[src/hw/rtl/mmgs_pkg.sv]
`timescale 1ns / 1ps
// Shared constants for the min-max gray stretch block.
package mmgs_pkg;

  localparam int QUO_BITS = 8;
  localparam logic [QUO_BITS-1:0] GRAY_MAX = 8'd255;
  localparam logic [QUO_BITS-1:0] GRAY_MIN = 8'd0;

endpackage

[src/hw/rtl/min_max_gray_stretch.sv]
`timescale 1ns / 1ps
// Scan beats (mode 0) give no result; input stays ready for the next beat.
// Emit beats (mode 1) raise out_tvalid after compare and output load when clamped or flat,
// and when divided after compare, divider operand load, product load, 8 restoring steps,
// quotient capture and output load. Input is ready again in the same cycle that out_tvalid
// rises; the output load waits for the output register to free up.
// Synchronous active-low reset clears the range to zero and drops any pending result.
module min_max_gray_stretch
  import mmgs_pkg::*;
#(
  parameter int SAMPLE_BITS = 32,
  localparam int DataW = ((SAMPLE_BITS + 7) / 8) * 8
) (
  input  logic             clk,
  input  logic             rst_n,
  input  logic             in_tvalid,
  output logic             in_tready,
  input  logic [DataW-1:0] in_tdata,   // sample, zero padded to whole bytes
  input  logic [1:0]       in_tuser,   // [0] mode, [1] frame_start
  output logic             out_tvalid,
  input  logic             out_tready,
  output logic [7:0]       out_tdata,  // pixel
  output logic [0:0]       out_tuser   // [0] flat_range
);

  localparam logic [1:0] ST_IDLE = 2'd0;
  localparam logic [1:0] ST_CMP  = 2'd1;
  localparam logic [1:0] ST_DIV  = 2'd2;
  localparam logic [1:0] ST_PUT  = 2'd3;

  logic [1:0]             state_r;
  logic [SAMPLE_BITS-1:0] range_low_r;
  logic [SAMPLE_BITS-1:0] range_high_r;
  logic [SAMPLE_BITS-1:0] sample_r;
  logic [QUO_BITS-1:0]    res_pixel_r;
  logic                   res_flat_r;
  logic                   out_valid_r;
  logic [QUO_BITS-1:0]    out_pixel_r;
  logic                   out_flat_r;

  logic                   in_beat;
  logic [SAMPLE_BITS-1:0] in_sample;
  logic                   in_mode;
  logic                   in_start;
  logic                   out_free;
  logic                   out_load;
  logic                   is_flat;
  logic                   is_below;
  logic                   is_above;
  logic                   div_start;
  logic                   div_done;
  logic [QUO_BITS-1:0]    div_quo;
  logic [SAMPLE_BITS-1:0] div_num;
  logic [SAMPLE_BITS-1:0] div_den;

  assign in_tready = (state_r == ST_IDLE);
  assign in_beat   = in_tvalid && in_tready;
  assign in_sample = in_tdata[SAMPLE_BITS-1:0];
  assign in_mode   = in_tuser[0];
  assign in_start  = in_tuser[1];
  assign out_free  = !out_valid_r || out_tready;
  assign out_load  = (state_r == ST_PUT) && out_free;

  assign is_flat  = (range_high_r == range_low_r);
  assign is_below = ($signed(sample_r) <= $signed(range_low_r));
  assign is_above = ($signed(sample_r) >= $signed(range_high_r));

  assign div_start = (state_r == ST_CMP) && !is_flat && !is_below && !is_above;
  // low < sample < high here, so modular differences are exact
  assign div_num   = sample_r - range_low_r;
  assign div_den   = range_high_r - range_low_r;

  mmgs_div #(
    .W(SAMPLE_BITS)
  ) u_div (
    .clk  (clk),
    .rst_n(rst_n),
    .start(div_start),
    .num  (div_num),
    .den  (div_den),
    .done (div_done),
    .quo  (div_quo)
  );

  always_ff @(posedge clk) begin
    if (!rst_n) begin
      state_r      <= ST_IDLE;
      range_low_r  <= '0;
      range_high_r <= '0;
    end else begin
      unique case (state_r)
        ST_IDLE: begin
          if (in_beat) begin
            if (in_mode) begin
              sample_r <= in_sample;
              state_r  <= ST_CMP;
            end else if (in_start) begin
              range_low_r  <= in_sample;
              range_high_r <= in_sample;
            end else begin
              if ($signed(in_sample) < $signed(range_low_r)) begin
                range_low_r <= in_sample;
              end
              if ($signed(in_sample) > $signed(range_high_r)) begin
                range_high_r <= in_sample;
              end
            end
          end
        end
        ST_CMP: begin
          res_flat_r <= is_flat;
          priority if (is_flat || is_below) begin
            res_pixel_r <= GRAY_MIN;
            state_r     <= ST_PUT;
          end else if (is_above) begin
            res_pixel_r <= GRAY_MAX;
            state_r     <= ST_PUT;
          end else begin
            state_r <= ST_DIV;
          end
        end
        ST_DIV: begin
          if (div_done) begin
            res_pixel_r <= div_quo;
            state_r     <= ST_PUT;
          end
        end
        ST_PUT: begin
          // hold until the output register is free
          if (out_free) begin
            state_r <= ST_IDLE;
          end
        end
        default: begin
          state_r <= ST_IDLE;
        end
      endcase
    end
  end

  always_ff @(posedge clk) begin
    if (!rst_n) begin
      out_valid_r <= 1'b0;
    end else if (out_load) begin
      out_valid_r <= 1'b1;
      out_pixel_r <= res_pixel_r;
      out_flat_r  <= res_flat_r;
    end else if (out_tready) begin
      out_valid_r <= 1'b0;
    end
  end

  assign out_tvalid   = out_valid_r;
  assign out_tdata    = out_pixel_r;
  assign out_tuser[0] = out_flat_r;

endmodule

[src/hw/rtl/mmgs_div.sv]
`timescale 1ns / 1ps
// Restoring divider: quo = floor(255 * num / den) for num < den, one quotient bit a cycle.
module mmgs_div
  import mmgs_pkg::*;
#(
  parameter int W = 32
) (
  input  logic                clk,
  input  logic                rst_n,
  input  logic                start,
  input  logic [W-1:0]        num,
  input  logic [W-1:0]        den,
  output logic                done,
  output logic [QUO_BITS-1:0] quo
);

  localparam int NW = W + QUO_BITS;
  localparam int CW = $clog2(QUO_BITS);

  logic                busy_r;
  logic                prep_r;
  logic                done_r;
  logic [CW-1:0]       cnt_r;
  logic [W-1:0]        num_r;
  logic [W-1:0]        den_r;
  logic [W-1:0]        rem_r;
  logic [QUO_BITS-1:0] low_r;
  logic [QUO_BITS-1:0] quo_r;

  logic [NW-1:0] num_ext;
  logic [NW-1:0] prod;
  logic [W:0]    trial;
  logic [W:0]    diff;
  logic          fits;

  // 255 * num as (num << 8) - num
  assign num_ext = {{QUO_BITS{1'b0}}, num_r};
  assign prod    = (num_ext << QUO_BITS) - num_ext;
  assign trial   = {rem_r, low_r[QUO_BITS-1]};
  assign diff    = trial - {1'b0, den_r};
  assign fits    = (trial >= {1'b0, den_r});

  always_ff @(posedge clk) begin
    if (!rst_n) begin
      busy_r <= 1'b0;
      prep_r <= 1'b0;
      done_r <= 1'b0;
      cnt_r  <= '0;
    end else begin
      done_r <= 1'b0;
      if (start) begin
        num_r  <= num;
        den_r  <= den;
        prep_r <= 1'b1;
        busy_r <= 1'b0;
      end else if (prep_r) begin
        // upper part of the product is already below den
        rem_r  <= prod[NW-1:QUO_BITS];
        low_r  <= prod[QUO_BITS-1:0];
        cnt_r  <= '0;
        prep_r <= 1'b0;
        busy_r <= 1'b1;
      end else if (busy_r) begin
        rem_r <= fits ? diff[W-1:0] : trial[W-1:0];
        low_r <= low_r << 1;
        quo_r <= {quo_r[QUO_BITS-2:0], fits};
        cnt_r <= cnt_r + 1'b1;
        if (cnt_r == CW'(QUO_BITS - 1)) begin
          busy_r <= 1'b0;
          done_r <= 1'b1;
        end
      end
    end
  end

  assign done = done_r;
  assign quo  = quo_r;

endmodule

[config.mk]
export PLATFORM = sky130hd
export DESIGN_NAME = min_max_gray_stretch
export DESIGN_NICKNAME = d
export VERILOG_FILES = /design/src/hw/rtl/mmgs_pkg.sv /design/src/hw/rtl/min_max_gray_stretch.sv /design/src/hw/rtl/mmgs_div.sv
export SDC_FILE = /design/constraint.sdc
export NUM_CORES = 1
export LEC_CHECK = 0
export BUFFER_PORTS_ARGS = -buffer_cell sky130_fd_sc_hd__clkbuf_2
export CORE_MARGIN = 1.5
export CORE_UTILIZATION = 35
export DETAILED_ROUTE_END_ITERATION = 6
export PLACE_DENSITY_LB_ADDON = 0.15
export SETUP_SLACK_MARGIN = 0.02
export SLEW_MARGIN = 20
export SYNTH_ARGS = -nofsm -noshare
export SYNTH_HDL_FRONTEND = slang
export SYNTH_SLANG_ARGS = --single-unit
[constraint.sdc]
create_clock -name clk -period 7.3 [get_ports clk]
set_input_delay 1.095 -clock clk [delete_from_list [all_inputs] [get_ports clk]]
set_output_delay 1.095 -clock clk [all_outputs]
set_load 0.02 [all_outputs]
==> flow_summary.ini, run 1 <==
[clock_tree]
htreeDepth = 1
cts_hold_buf = 0
postCtsSetupRepairBufs = 0
clockBufferDepth = 3
cts_root_buf = clkbuf_16
cts.clk_slew.worst_paths_ps = 60
cts-resized-gates = 0
cts_tree = done
cts_num_sinks = 235
clk_latency_ps = 560
cts_made_buffers = 27

[final_layout]
n_antenna_cell = 0
multi_input_area_um2 = 10400
n_fill_cell = 4900
final_cells = 2613
syn2layout_area_growth_pct = 10.6
ff_latch_area_um2 = 6330
layout_common_cells = ha_1 (221), inv_1 (170), nand2_1 (170)
final_common_cell = ha_1
drive_gt1_share_pct = 7.49
finalNetCount = 2190
finalCoreUtilization_pct = 39.4

[placed_design]
post-dp-hpwl_mm = 36.5
place.gp.congestion = 0.863
post-place-cells = 2563
io_buffers = 48

[timing]
hold_viol_final = 0
clock-skew-final_ps = 21.7
grt_setup_unrepaired = false
finalSetupTns_ps = 0
final.period_utilization_pct = 54.8
finalSetupViolations = 0
tightest_slew_ps = 1030
fmax_mhz = 250
maxSlewHeadroom_pct = 30.7
fin_crit_ps = 4000
report.final.slew_viol_count = 0

[critical_path]
r2r_slack_ps = 3300
timing.rr.end = u_div.quo[0]
critPathLaunchType = register
path_class = reg2reg
cp_cell_sequence = inv_1 > ha_1 > a21o_1 > a21o_1 > a221o_1 > a21o_1 > a221oi_2 > o21ai_0 > nand4b_1 > nand2_1 > nor3_1
critPathArrivalTime_ps = 4180
critPathRequiredTime_ps = 7480
end_kind = register
cpPeakStageDelay_ps = 870
crit_slowest_cell = nor3_1
path_max_fanout = 8
cp_common_cell = a21o_1
r2r_cells = 11
r2r_start = range_low_r[11]

[drt]
drt-total-wl_mm = 46.1
antenna_left = 0
drc = 0
dr.pass1.iters = 5
dr.first_iter.drc_count = 856
post_drt_wl_per_cell_um = 17.6
vias_per_cell = 5.24
vias = 13690

[yosys]
synth_cell_types = 84
synthTopCellsByArea = edfxtp_1 (28%), ha_1 (16%), dfxtp_1 (8.4%), a21oi_1 (4.5%), a21o_1 (4.0%)
async_reset_ff_share_pct = 0
mappedNetlistArea_um2 = 17500
synth_area_per_cell_um2 = 9.26
yosysSeqAreaShare_pct = 36.2
synth_cells = 1890
ys_ff_latch = 235
ys.flop_type = edfxtp_1
synth_edf_count = 162
yosysTopAreaCellShare_pct = 27.8
ys_warn_count = 0
synth.largest_area_cell = edfxtp_1
syn-num-nets = 2152

[min_path]
hold_path_depth = 0
min-delay-start = res_pixel_r[0]
hold_class = reg2reg
hold_end = out_tdata[0]

[floorplan]
fp.dieH_um = 227
coreArea_um2 = 49200
initial_core_util_pct = 35.6
rows = 81
dieArea_um2 = 51300
ios = 49
die_x_um = 227

[global_routing]
grt_pass1_vias = 13395
gr-total-overflow = 0
grt.total_usage_pct = 18.2
grt_max_degree = 76
antenna_found_initial = 0
grt_pass1_wl_mm = 73.2

[pwr]
p_leak_nw = 7.80
p_per_area_nw_per_um2 = 257
ir_drop_v = 0.000167

[run]
cap_viol_max_count = 0

[outcome]
status = finished, final reports clean
[cells in the mapped netlist (5+ instances only)]
cell type	count
ha_1	221
inv_1	170
nand2_1	170
edfxtp_1	162
a21oi_1	159
o21ai_0	98
nor2_1	97
a21o_1	93
xnor2_1	74
dfxtp_1	73
nand3_1	66
mux2i_1	46
clkbuf_1	39
xor2_1	35
nand4_1	34
nor3_1	32
o21a_1	23
nand2b_1	20
a31oi_1	19
o21bai_1	19
nor2b_1	17
o211ai_1	16
a211oi_1	14
and3_1	13
or3_1	11
a211o_1	9
and2_1	9
mux2_2	9
nor4_1	9
o21ai_1	9
nor3b_1	8
a21boi_0	7
a221oi_1	7
a31o_2	6
o22ai_1	6
o31ai_1	6
buf_2	5
[layer usage]
metal | wire length (um) | vias up | GRT usage, %
met5 | 0 | - | 0
met3 | 1300 | 57 | 1.53
met2 | 20400 | 250 | 29.5
li1 | - | 6998 | -
met1 | 23300 | 6385 | 25.9
met4 | 1050 | 0 | 4.95
[cell families after synthesis]
group	after synthesis	share of synthesized area [%]
and+or+nand+nor	504	13.8
adders and majority gates	224	16.1
muxes	55	3.21
buffers and inverters	220	4.84
AOI/OAI and AO/OA	543	20.4
xor gates and xnor gates	109	5.46
DFF	235	36.2
[worst max-delay path, delay by kind of cell (launching register included)]
family | cells | cell delay, ps
AO/OA/AOI/OAI | 6 | 1540
flip-flops | 1 | 320
buffers and inverters | 1 | 90
AND/OR/NAND/NOR | 3 | 1280
adder cells (fa/ha/maj) | 1 | 370
[report_power, final]
part / leakage [nW] / switching (mW) / total (mW) / internal, mW
registers: 2.06 / 0.0779 / 1.73 / 1.65
logic: 5.32 / 1.11 / 1.88 / 0.774
clock network: 0.424 / 0.575 / 1.36 / 0.788
[final cells by class]
type | instances | share of cell area, %
clock inverters | 20 | 1.01
multi-input cells | 1435 | 53.5
well taps | 664 | 4.29
inverters | 172 | 3.34
flip-flops and latches | 235 | 32.7
clock buffers | 30 | 3.55
repair buffers | 57 | 1.59
[flip-flops by register name, summed over array words and instances (netlist names)]
| name | cells |
|---|---|
| u_div.den_r | 32 |
| res_pixel_r | 8 |
| out_tdata | 8 |
| u_div.quo | 8 |
| u_div.done | 1 |
| u_div.cnt_r | 3 |
| u_div.rem_r | 32 |
| u_div.num_r | 32 |
| res_flat_r | 1 |
| state_r | 2 |
| sample_r | 32 |
| range_high_r | 32 |
| u_div.low_r | 8 |
| u_div.busy_r | 1 |
| range_low_r | 32 |
| u_div.prep_r | 1 |
| out_tuser | 1 |
| out_tvalid | 1 |
[metrics by stage]
step                hold WS [ps]  area, um2  setup slack [ps]  total power, mW
floorplan                    400      17500              2280             3.14
global placement             404      18500              3160             3.60
detailed placement           405      18500              3160             3.63
CTS                          419      19400              3280             5.01
global route                 423      19400              3020             5.29
finish                       419      19400              3300             4.97
[worst max path at each step]
stage,from,endpoint,slack (ps)
after floorplan,sample_r[0],u_div.den_r[0],2280
after global placement,in_tdata[25],range_low_r[0],3160
after detailed placement,in_tdata[25],range_low_r[7],3160
after CTS,range_low_r[11],u_div.quo[0],3280
after global routing,range_low_r[11],u_div.quo[3],3020
final,range_low_r[11],u_div.quo[0],3300
(Power assumes the default switching activity.)
==> run 2, diff against run 1 <==
--- a/config.mk
+++ b/config.mk
@@ -5,6 +5,7 @@
 export SDC_FILE = /design/constraint.sdc
 export NUM_CORES = 1
 export LEC_CHECK = 0
+export ABC_AREA = 1
 export BUFFER_PORTS_ARGS = -buffer_cell sky130_fd_sc_hd__clkbuf_2
 export CORE_MARGIN = 1.5
 export CORE_UTILIZATION = 35
==> constraint.sdc (replaced) <==
create_clock -name clk -period 3.95 [get_ports clk]
set_input_delay 0.5925 -clock clk [delete_from_list [all_inputs] [get_ports clk]]
set_output_delay 0.5925 -clock clk [all_outputs]
set_load 0.02 [all_outputs]
==> flow_summary.ini, run 2 <==
[outcome]
status = finished, final reports clean

[drt]
antenna_left = 0
vias_per_cell = 5.08
drc = 0
post_drt_wl_per_cell_um = 17.3
dr.first_iter.drc_count = 1069
drt-total-wl_mm = 58.8
vias = 17225
dr.pass1.iters = 5

[critical_path]
cpPeakStageDelay_ps = 550
r2r_start = range_low_r[12]
critPathArrivalTime_ps = 3630
crit_family = simple AND/OR/NAND/NOR gates
path_buf_inv = 1
critPathRequiredTime_ps = 4130
critPathLaunchType = register
path_max_fanout = 8
end_kind = register
cp_cell_sequence = inv_1 > ha_1 > nand2_1 > nor2_1 > nand2_1 > nor4_1 > nand2_1 > nand2_1 > nor2_2 > nand2_2 > nand2_1 > nor2_1
crit_slowest_cell = nor2_1
crit_start = range_low_r[12]
cp_common_cell = nand2_1
path_class = reg2reg

[final_layout]
finalNetCount = 2940
ff_latch_area_um2 = 6330
n_antenna_cell = 0
final_common_cell = nand2_1
finalCoreUtilization_pct = 39.2
layout_common_cells = nand2_1 (612), inv_1 (396), nor2_1 (260)
multi_input_area_um2 = 11300
final_cells = 3394
syn2layout_area_growth_pct = 9.90
n_fill_cell = 5773
drive_gt1_share_pct = 6.34

[placed_design]
place.gp.congestion = 0.903
post-dp-hpwl_mm = 48.8
io_buffers = 48
post-place-cells = 3346

[timing]
hold_viol_final = 0
report.final.slew_viol_count = 0
clock-skew-final_ps = 14.1
fmax_mhz = 290
finalHoldWorstSlack_ps = 242
finalSetupTns_ps = 0
grt_setup_unrepaired = false
tightest_slew_ps = 759
fin_crit_ps = 3450
final.period_utilization_pct = 87.3
maxSlewHeadroom_pct = 48.9
finalSetupViolations = 0

[floorplan]
rows = 85
fp.dieH_um = 238
coreArea_um2 = 54200
dieArea_um2 = 56600
initial_core_util_pct = 35.6
die_x_um = 238
ios = 49

[yosys]
yosysTopAreaCellShare_pct = 25.2
synth_cells = 2634
synth_cell_types = 53
yosysSeqAreaShare_pct = 32.7
ys.flop_type = edfxtp_1
ys_warn_count = 0
synth.top_cells.by_count = nand2_1 (612), inv_1 (397), nor2_1 (263)
syn-num-nets = 2896
ys_ff_latch = 235
synth_area_per_cell_um2 = 7.34
synth_edf_count = 162
mappedNetlistArea_um2 = 19300
async_reset_ff_share_pct = 0
yosysMostFrequentCell = nand2_1
synthTopCellsByArea = edfxtp_1 (25%), ha_1 (14%), nand2_1 (12%), inv_1 (7.7%), dfxtp_1 (7.6%)
synth.largest_area_cell = edfxtp_1

[pwr]
p_per_area_nw_per_um2 = 508
total_power_mw = 10.8
ir_drop_v = 0.000343
p_leak_nw = 9.65

[clock_tree]
cts_hold_buf = 0
htreeDepth = 1
clk_latency_ps = 560
clockBufferDepth = 3
cts-resized-gates = 0
postCtsSetupRepairBufs = 0
cts_made_buffers = 26
cts_num_sinks = 235
cts_root_buf = clkbuf_16
cts_tree = done
cts.clk_slew.worst_paths_ps = 60

[min_path]
min-delay-start = in_tdata[0]
hold_class = in2reg

[global_routing]
grt.total_usage_pct = 20.8
gr-total-overflow = 0
antenna_found_initial = 0
grt_pass1_wl_mm = 92.4
grt_max_degree = 67
grt_pass1_vias = 17034

[run]
cap_viol_max_count = 0
## run 2: cell count changes in the layout (fill, tap and decap cells not counted), moves of 14 or more
cell / before / now
xnor2_1: 74 / 36
mux2i_1: 46 / 0
xor2_1: 35 / 56
nand3_1: 66 / 165
a21o_1: 93 / 23
nor2b_1: 17 / 0
o21a_1: 23 / 9
nand2_1: 170 / 612
inv_1: 170 / 396
nand2b_1: 20 / 0
nor2_1: 96 / 260
o211ai_2: 0 / 18
a21oi_1: 158 / 259
## run 2: through the flow
| stage | worst slack, ps | area (um2) |
|---|---|---|
| final | 500 | 21200 |
| after global routing | 347 | 21200 |
| after CTS | 567 | 21200 |
| after detailed placement | 592 | 20400 |
| after global placement | 597 | 20400 |
| after floorplan | 299 | 19300 |
## run 2: cells by family after synthesis
| logic type | after synthesis | synth area share, % |
|---|---|---|
| compound gates | 487 | 14.6 |
| xor+xnor | 92 | 4.17 |
| fa+ha+maj | 224 | 14.6 |
| buf+inv | 453 | 9.19 |
| flops | 235 | 32.7 |
| simple gates | 1143 | 24.7 |
## run 2: area by class of cell
class	count	share of cell area (%)
inverter	402	7.10
clock buffer	33	3.33
sequential	235	29.8
tap	696	4.10
multi-input combinational	1946	53.0
timing repair buffer	67	2.10
clock inverter	15	0.589
## run 2: layer usage
layer | wire length, um | vias up | GRT usage (%)
met1 | 27900 | 7994 | 27.6
met4 | 1660 | 0 | 6.21
met3 | 1890 | 77 | 1.84
li1 | - | 8831 | -
met2 | 27300 | 323 | 35.7
met5 | 0 | - | 0
## run 2: worst paths after layout
path	slack, ps	end	depth (start not counted)
worst max register to register	500	res_pixel_r[4]	12
worst max-delay path	500	res_pixel_r[4]	12
worst min-delay path	240	sample_r[0]	1
worst min register to register	420	out_tdata[7]	0
## run 2: report_power, final
group	total, mW	leakage [nW]	switching (mW)	internal (mW)
logic	5.02	7.18	3.33	1.69
registers	3.36	2.06	0.202	3.16
clock network	2.41	0.410	1.02	1.39
==> run 3, diff against run 2 <==
--- a/config.mk
+++ b/config.mk
@@ -10,9 +10,10 @@
 export CORE_MARGIN = 1.5
 export CORE_UTILIZATION = 35
 export DETAILED_ROUTE_END_ITERATION = 6
-export PLACE_DENSITY_LB_ADDON = 0.15
+export PLACE_DENSITY_LB_ADDON = 0.3
 export SETUP_SLACK_MARGIN = 0.02
 export SLEW_MARGIN = 20
 export SYNTH_ARGS = -nofsm -noshare
 export SYNTH_HDL_FRONTEND = slang
 export SYNTH_SLANG_ARGS = --single-unit
+export TNS_END_PERCENT = 1
==> flow_summary.ini, run 3 (synthesis results as in run 2) <==
[timing]
finalHoldWorstSlack_ps = 242
fin_crit_ps = 3240
report.final.slew_viol_count = 0
final.period_utilization_pct = 82.0
grt_setup_unrepaired = false
finalSetupViolations = 0
layout_setup_ws_ps = 710
hold_viol_final = 0
tightest_slew_ps = 790
fmax_mhz = 309
maxSlewHeadroom_pct = 47.3
clock-skew-final_ps = 20.7

[floorplan]
dieArea_um2 = 56600
ios = 49
die_x_um = 238
coreArea_um2 = 54200
fp.dieH_um = 238
initial_core_util_pct = 35.6
rows = 85

[critical_path]
path_max_fanout = 37
path_class = reg2reg
r2r_start = sample_r[29]
end_kind = register
r2r_slack_ps = 710
critPathArrivalTime_ps = 3490
critPathLaunchType = register
crit_start = sample_r[29]
critPathRequiredTime_ps = 4200

[pwr]
p_leak_nw = 9.69
p_per_area_nw_per_um2 = 520
ir_drop_v = 0.000427

[clock_tree]
cts_num_sinks = 235
clk_latency_ps = 570
cts-resized-gates = 0
htreeDepth = 1
postCtsSetupRepairBufs = 0
cts_root_buf = clkbuf_16
cts_made_buffers = 27
clockBufferDepth = 3
cts.clk_slew.worst_paths_ps = 70
cts_tree = done
cts_hold_buf = 0

[drt]
vias_per_cell = 5.10
drc = 0
post_drt_wl_per_cell_um = 17.2
dr.pass1.iters = 6
vias = 17284
drt-total-wl_mm = 58.3
antenna_left = 0
dr.first_iter.drc_count = 1005

[global_routing]
grt_pass1_vias = 17043
grt_max_degree = 83
grt_pass1_wl_mm = 92.1
gr-total-overflow = 0
grt.total_usage_pct = 20.5
antenna_found_initial = 0

[outcome]
status = finished, final reports clean

[final_layout]
n_fill_cell = 5657
final_cells = 3392
layout_common_cells = nand2_1 (612), inv_1 (396), nor2_1 (260)
final_common_cell = nand2_1
drive_gt1_share_pct = 6.45
syn2layout_area_growth_pct = 10.5
n_antenna_cell = 0
finalNetCount = 2938
design_area_um2 = 21400

[placed_design]
place.gp.congestion = 0.954
post-place-cells = 3343
io_buffers = 48
place_area_um2 = 20400
post-dp-hpwl_mm = 48.1
place_ws_ps = 609

[min_path]
hold_class = in2reg
min-delay-start = in_tdata[0]

[run]
cap_viol_max_count = 0
-- run 3: cell types whose count changed in the layout (fill, tap and decap cells not counted) --
cell        previous run  this run
clkbuf_1               5         2
buf_4                 14        10
clkinv_1               5         3
clkinv_4               1         0
clkinvlp_4             1         4
clkinv_2               6         5
buf_12                 5         6
inv_6                  0         1
bufinv_16              2         6
-- run 3: cell type report --
| class | count | area (um2) | area share, % |
|---|---|---|---|
| Clock buffer | 30 | 697 | 3.26 |
| Clock inverter | 19 | 255 | 1.20 |
| Inverter | 402 | 1510 | 7.07 |
| Multi-Input combinational cell | 1946 | 11300 | 52.7 |
| Sequential cell | 235 | 6330 | 29.6 |
| Tap cell | 696 | 871 | 4.08 |
| Timing Repair Buffer | 64 | 435 | 2.04 |
-- run 3: power by group --
| part | leakage [nW] | internal [mW] | total, mW | switching [mW] |
|---|---|---|---|---|
| registers | 2.06 | 3.16 | 3.36 | 0.199 |
| logic | 7.17 | 1.69 | 5.03 | 3.34 |
| clock network | 0.456 | 1.66 | 2.72 | 1.07 |
-- run 3: per-stage QoR --
step / power (mW) / util, % / TNS [ps]
floorplan: 6.90 / - / -46.1
global placement: 8.29 / 37.6 / 0
detailed placement: 8.35 / 37.6 / 0
CTS: 11.1 / 39.4 / 0
global route: 11.9 / 39.4 / 0
finish: 11.1 / 39.4 / 0
-- run 3: final timing paths --
kind                    endpoint  cells past startpoint
setup / recovery  u_div.num_r[2]                     12
hold reg to reg     out_tdata[4]                      0
setup reg to reg  u_div.num_r[2]                     12
hold / removal       sample_r[0]                      1
-- run 3: worst max-delay path: stages, from the launching register on --
cell	delay, ps
edfxtp_1	440
ha_1	430
nand2_1	150
nor2_1	180
and2_1	190
and3_1	230
nand2_1	90
nand3_1	70
nand3_1	170
nor2_1	170
nand2_1	130
nor2_4	370
buf_12	270
-- run 3: layer usage --
metal / global-route usage, % / vias to the layer above / routed length (um)
li1: - / 8818 / -
met1: 27.3 / 8017 / 27400
met2: 35.4 / 338 / 27200
met3: 1.80 / 111 / 2060
met4: 5.98 / 0 / 1660
met5: 0 / - / 0
